<file path="config.mk">
export PLATFORM = sky130hd
export DESIGN_NAME = bba_ctrl
export DESIGN_NICKNAME = d
export VERILOG_FILES = /design/src/rtl/bba_pkg.sv /design/src/rtl/bba_ctrl.sv
export SDC_FILE = /design/constraint.sdc
export NUM_CORES = 1
export LEC_CHECK = 0
export BUFFER_PORTS_ARGS = -buffer_cell sky130_fd_sc_hd__clkbuf_2
export CAP_MARGIN = 20
export CORE_MARGIN = 2
export CORE_UTILIZATION = 48
export CTS_CLUSTER_SIZE = 8
export DETAILED_ROUTE_END_ITERATION = 16
export GPL_ROUTABILITY_DRIVEN = 0
export PLACE_DENSITY = 0.71
export SLEW_MARGIN = 30
export SYNTH_ARGS = -nofsm -noshare
export SYNTH_HDL_FRONTEND = slang
export SYNTH_SLANG_ARGS = --single-unit
export TNS_END_PERCENT = 1
</file>
<file path="constraint.sdc">
create_clock -name i_clk -period 1.69 [get_ports i_clk]
set_input_delay 0 -clock i_clk [delete_from_list [all_inputs] [get_ports i_clk]]
set_output_delay 0 -clock i_clk [all_outputs]
set_load 0.01 [all_outputs]
</file>
<file path="src/rtl/bba_pkg.sv">
// ----------------------------------------------------------------------------
// bba_pkg
// Shared sizes, types and command codes of the buddy block allocator.
// ----------------------------------------------------------------------------
package bba_pkg;

    // Space geometry
    localparam int SPACE_LOG2  = 16;
    localparam int MIN_SHIFT   = 5;   // 32-byte minimum block
    localparam int ALIGN_SHIFT = 4;   // 16-byte rounding and header
    localparam int SLOT_W      = SPACE_LOG2 - MIN_SHIFT;
    localparam int LINK_W      = SLOT_W + 1;
    localparam int NSLOTS      = 1 << SLOT_W;
    localparam int NLEVELS     = SLOT_W + 1;
    localparam int LVL_W       = 4;
    localparam int NEED_W      = SPACE_LOG2 + 2;

    localparam logic [LINK_W-1:0] NIL      = LINK_W'(NSLOTS);
    localparam logic [LVL_W-1:0]  LAST_LVL = LVL_W'(NLEVELS - 1);
    localparam logic [NEED_W-1:0] SPACE_BYTES = NEED_W'(1) << SPACE_LOG2;
    localparam logic [NEED_W-1:0] ALIGN_BYTES = NEED_W'(1) << ALIGN_SHIFT;

    // Per-slot bookkeeping word
    typedef struct packed {
        logic [LVL_W-1:0] lvl;
        logic             free;
        logic             used;
    } t_meta;

    // Datapath commands
    typedef enum logic [3:0] {
        CMD_NOP,
        CMD_CLR,
        CMD_LOAD,
        CMD_A_RD,
        CMD_A_POP,
        CMD_A_SPLIT,
        CMD_F_RD,
        CMD_F_CHK,
        CMD_M_RD,
        CMD_M_CHK,
        CMD_PUSH1,
        CMD_PUSH2,
        CMD_FIN_OK,
        CMD_FIN_FAIL
    } t_cmd_code;

    typedef struct packed {
        t_cmd_code code;
    } t_dp_cmd;

    typedef struct packed {
        logic op_free;     // latched op is free
        logic ld_fail;     // item at the inputs fails at once
        logic clr_last;    // clearing pass at last slot
        logic at_target;   // alloc level reached target
        logic split_last;  // next split reaches target
        logic meta_used;   // freed slot is granted
        logic meta_lvl0;   // freed slot sits at level zero
        logic merge_ok;    // buddy free at same level
        logic lv_one;      // current merge level is one
    } t_dp_stat;

endpackage

</file>
<file path="src/rtl/bba_ctrl.sv">
// ----------------------------------------------------------------------------
// bba_ctrl
// Sequencer: clearing pass, allocate split walk, free merge walk, result.
// ----------------------------------------------------------------------------
module bba_ctrl import bba_pkg::*; (
    input  logic     i_clk,
    input  logic     i_rst_n,
    input  logic     start,
    input  logic     i_op,
    input  t_dp_stat i_stat,
    output t_dp_cmd  o_cmd,
    output logic     busy,
    output logic     o_valid
);

    typedef enum logic [11:0] {
        S_CLEAR   = 12'b000000000001,
        S_IDLE    = 12'b000000000010,
        S_A_RD    = 12'b000000000100,
        S_A_POP   = 12'b000000001000,
        S_A_SPLIT = 12'b000000010000,
        S_F_RD    = 12'b000000100000,
        S_F_CHK   = 12'b000001000000,
        S_M_RD    = 12'b000010000000,
        S_M_CHK   = 12'b000100000000,
        S_PUSH1   = 12'b001000000000,
        S_PUSH2   = 12'b010000000000,
        S_FIN     = 12'b100000000000
    } t_state;

    t_state r_state, n_state;
    logic   r_fail, n_fail;
    logic   r_done, n_done;

    // State register
    always_ff @(posedge i_clk) begin
        if (!i_rst_n) begin
            r_state <= S_CLEAR;
            r_fail  <= 1'b0;
            r_done  <= 1'b0;
        end else begin
            r_state <= n_state;
            r_fail  <= n_fail;
            r_done  <= n_done;
        end
    end

    // Next state and command
    always_comb begin
        n_state    = r_state;
        n_fail     = r_fail;
        n_done     = 1'b0;
        o_cmd.code = CMD_NOP;
        case (r_state)
            S_CLEAR: begin
                o_cmd.code = CMD_CLR;
                if (i_stat.clr_last) n_state = S_IDLE;
            end
            S_IDLE: begin
                if (start && !r_done) begin
                    o_cmd.code = CMD_LOAD;
                    n_fail     = i_stat.ld_fail;
                    if (i_stat.ld_fail) n_state = S_FIN;
                    else if (i_op)      n_state = S_F_RD;
                    else                n_state = S_A_RD;
                end
            end
            S_A_RD: begin
                o_cmd.code = CMD_A_RD;
                n_state    = S_A_POP;
            end
            S_A_POP: begin
                o_cmd.code = CMD_A_POP;
                n_state    = i_stat.at_target ? S_FIN : S_A_SPLIT;
            end
            S_A_SPLIT: begin
                o_cmd.code = CMD_A_SPLIT;
                if (i_stat.split_last) n_state = S_FIN;
            end
            S_F_RD: begin
                o_cmd.code = CMD_F_RD;
                n_state    = S_F_CHK;
            end
            S_F_CHK: begin
                o_cmd.code = CMD_F_CHK;
                if (!i_stat.meta_used) begin
                    n_fail  = 1'b1;
                    n_state = S_FIN;
                end else if (i_stat.meta_lvl0) begin
                    n_state = S_PUSH1;
                end else begin
                    n_state = S_M_RD;
                end
            end
            S_M_RD: begin
                o_cmd.code = CMD_M_RD;
                n_state    = S_M_CHK;
            end
            S_M_CHK: begin
                o_cmd.code = CMD_M_CHK;
                if (!i_stat.merge_ok || i_stat.lv_one) n_state = S_PUSH1;
                else                                   n_state = S_M_RD;
            end
            S_PUSH1: begin
                o_cmd.code = CMD_PUSH1;
                n_state    = S_PUSH2;
            end
            S_PUSH2: begin
                o_cmd.code = CMD_PUSH2;
                n_state    = S_FIN;
            end
            S_FIN: begin
                o_cmd.code = r_fail ? CMD_FIN_FAIL : CMD_FIN_OK;
                n_done     = 1'b1;
                n_state    = S_IDLE;
            end
            default: begin
                n_state = S_CLEAR;
            end
        endcase
    end

    // Result strobe lines up with the result registers
    assign o_valid = r_done;
    assign busy    = (r_state != S_IDLE) || r_done;

    a_strobe_one: assert property (@(posedge i_clk) disable iff (!i_rst_n)
        o_valid |=> !o_valid) else $error("result strobe longer than one cycle");
    a_accept_busy: assert property (@(posedge i_clk) disable iff (!i_rst_n)
        (start && !busy) |=> busy) else $error("accepted item did not raise busy");
    a_done_idle: assert property (@(posedge i_clk) disable iff (!i_rst_n)
        o_valid |-> (r_state == S_IDLE)) else $error("result shown while working");

endmodule

</file>
==> summary.txt <==
Detailed routing
  • Routed WL per cell: 17.46 µm
  • DRT Pass-1 Iters: 4
  • Antenna viol nets, final: 0
  • Final wirelength: 3.387 mm
  • Drc violations: 0
  • Via Count: 1186
  • Vias per cell: 6.113
  • Initial DRC count: 62

Critical path
  • CP Max Fanout: 3
  • Critical Path Start Type: register
  • Critical Path Sink Type: output port
  • Critical path's top delay family: simple AND/OR/NAND/NOR gates
  • Req. time, crit path: 1.69 ns
  • R2r setup slk: -0.06 ns
  • CP max stage cell: nor4_4
  • WP buf/inv: 3
  • Largest stage delay on the critical path: 0.40 ns
  • Crit-path cells: nor4_4 > buf_4 > nand4_4 > buf_6 > or2_2 > clkbuf_2
  • Origin of the critical flop-to-flop path: r_state[5]
  • Worst EP arrival: 1.93 ns
  • CP startpoint: r_state[10]
  • WS Path Type: register to output port

Placed design
  • # port buffers: 17
  • Pre-CTS setup slack: -0.08718 ns
  • DPL Wire Length: 2.064 mm

Floorplan
  • Initial Util: 51.40%
  • Std-Cell Rows: 16
  • Die Ht: 49.84 µm
  • Core box area: 1962 µm²
  • Chip width: 49.84 µm
  • DIE AREA: 2484 µm²
  • I/O pins: 19

Timing
  • Final setup viols: 9
  • WHS: 0.1912 ns
  • Final Max Tran Viols: 0
  • Final hold violation count: 0
  • Min Tclk post-route: 1.933 ns
  • Max Clock Freq: 517.3 MHz
  • Post-route clock period utilization: 114.4%
  • Slew headroom: 73.80%
  • RSZ-0062 raised after global routing: yes
  • Skew final: 0.01150 ns
  • Least-Margin Pin Slew: 0.3925 ns
  • Post-route setup slack: -0.2432 ns

Pwr
  • Leak: 0.6323 nW
  • Pwr dens: 606.6 nW/µm²
  • Max IR drop VDD: 0.4532 mV

Global route
  • Initial antenna violation count: 0
  • GRT Util Overall: 28.69%
  • Pin count of the biggest net entering global routing: 10
  • First-pass GRT wire length: 5.478 mm
  • Total grt overflow: 0
  • Vias in the first global route: 1165

Yosys
  • Synth area leaders: dfxtp_1 28%, nor4_4 6.3%, nor2_1 4.1%
  • Net Count, Synth: 130
  • Leading area contributor after synthesis: dfxtp_1
  • Synth Warn #: 0
  • Post-synthesis register bit count: 14
  • Mapped cell area: 1008 µm²
  • Syn_area_per_cell: 8.619 µm²
  • Async set or reset register ratio after synthesis: 0%
  • Post-Syn Instances: 117
  • Synth cell types: 39
  • EDFF count, synth: 0
  • Post-synth top area share: 27.79%
  • Synth Flop Type: dfxtp_1
  • Sequential fraction of the synthesis area: 27.79%

Final layout
  • Ant diodes: 0
  • Area delta synth->final: 55.58%
  • Layout cells sized above 1: 51.50%
  • Final core occ: 79.97%
  • Commonest non-fill, non-tap cell in the layout: buf_4
  • Nets@finish: 181
  • Most frequent cells in the layout: 23 x buf_4, 14 x clkbuf_2, 9 x nor2_1, 8 x dlygate4sd3_1

Clock tree
  • Htree depth: 1
  • Clock Path Buffers: 2
  • Clk slew on worst S/H paths: 0.10 ns
  • Clock sinks: 14
  • CTS tree: built
  • Clk_lat worst skew: 0.29 ns
  • Cts bufs inserted: 3
  • Clk root buf: clkbuf_4

Job
  • Total of max-cap violations: 0

Min path
  • Hold Path Class: input pin to register
  • Min-Delay Startpoint: start

Status
  • Run status: finished, violations left
  • Failing checks: setup timing
[registers in the layout (all words and copies together), names as in the netlist]
register and cells:
r_fail 1, r_state 12, o_valid 1
[kinds of logic (layout without fill, tap and decap cells)]
family / after synthesis / in the layout / synth area share (%)
flip-flops: 14 / 14 / 27.79
AO/OA/AOI/OAI: 24 / 24 / 18.36
AND/OR/NAND/NOR: 61 / 61 / 42.80
buffers and inverters: 14 / 64 / 7.568
XOR/XNOR: 4 / 4 / 3.475
[Yosys cell counts, types with 2 or more instances]
master / instances
dfxtp_1: 14
nor2_1: 11
buf_2: 7
nand2_1: 6
o21ai_0: 6
inv_1: 5
nand3_1: 5
nand4_1: 5
nor4_1: 5
a41oi_1: 4
nor4b_1: 4
nor2b_1: 3
nor3_1: 3
nor4_4: 3
or4_4: 3
xor2_1: 3
a21oi_1: 2
a31oi_1: 2
buf_6: 2
nand2b_1: 2
nand3b_1: 2
o211ai_1: 2
o31ai_1: 2
[worst paths after layout]
kind | cells past startpoint | to
hold / removal | 4 | r_state[1]
setup / recovery | 6 | busy
setup reg to reg | 6 | r_state[1]
hold reg to reg | 2 | r_state[3]
[tightest hold or removal path: stages]
cell	delay [ns]
clkbuf_2	0.09
nand2b_1	0.15
nand2b_1	0.12
a31oi_1	0.09
[layout make-up]
type | instances | area, µm²
fill | 135 | 392.9
multi-input combinational | 89 | 764.5
clock buffer | 4 | 36.28
inverter | 5 | 18.77
tap | 27 | 33.78
sequential | 14 | 299.0
timing repair buffer | 55 | 416.7
[per-stage QoR]
step	total power, mW	setup TNS [ns]	area, µm²	instances
global route	0.9885	-1.786	1569	194
finish	0.9518	-1.149	1569	194
floorplan	0.5469	0	1008	117
global placement	0.6331	-0.004680	1205	170
detailed placement	0.6403	-0.08718	1205	170
CTS	0.9264	-0.8214	1498	190
[power by group]
| group | switching [mW] | total [mW] | internal [mW] |
|---|---|---|---|
| clock | 0.123 | 0.255 | 0.131 |
| combinational | 0.173 | 0.324 | 0.151 |
| sequential | 0.0301 | 0.374 | 0.343 |
| total | 0.326 | 0.952 | 0.626 |
[repair_timing]
item                       in CTS  in global routing
hold endpoints to repair        7                  2
setup endpoints to repair       6                 17
pin swaps                      14                  6
hold buffers                    6                  2
resized for setup              32                 11
setup buffers                  10                  2
[layer usage]
layer	track usage (%)	share of wire, %
met1	37.00	43
met2	48.44	49
met3	5.758	6.4
met4	7.870	1.2
met5	0	0
No activity file was read; power rests on OpenSTA's default activity.
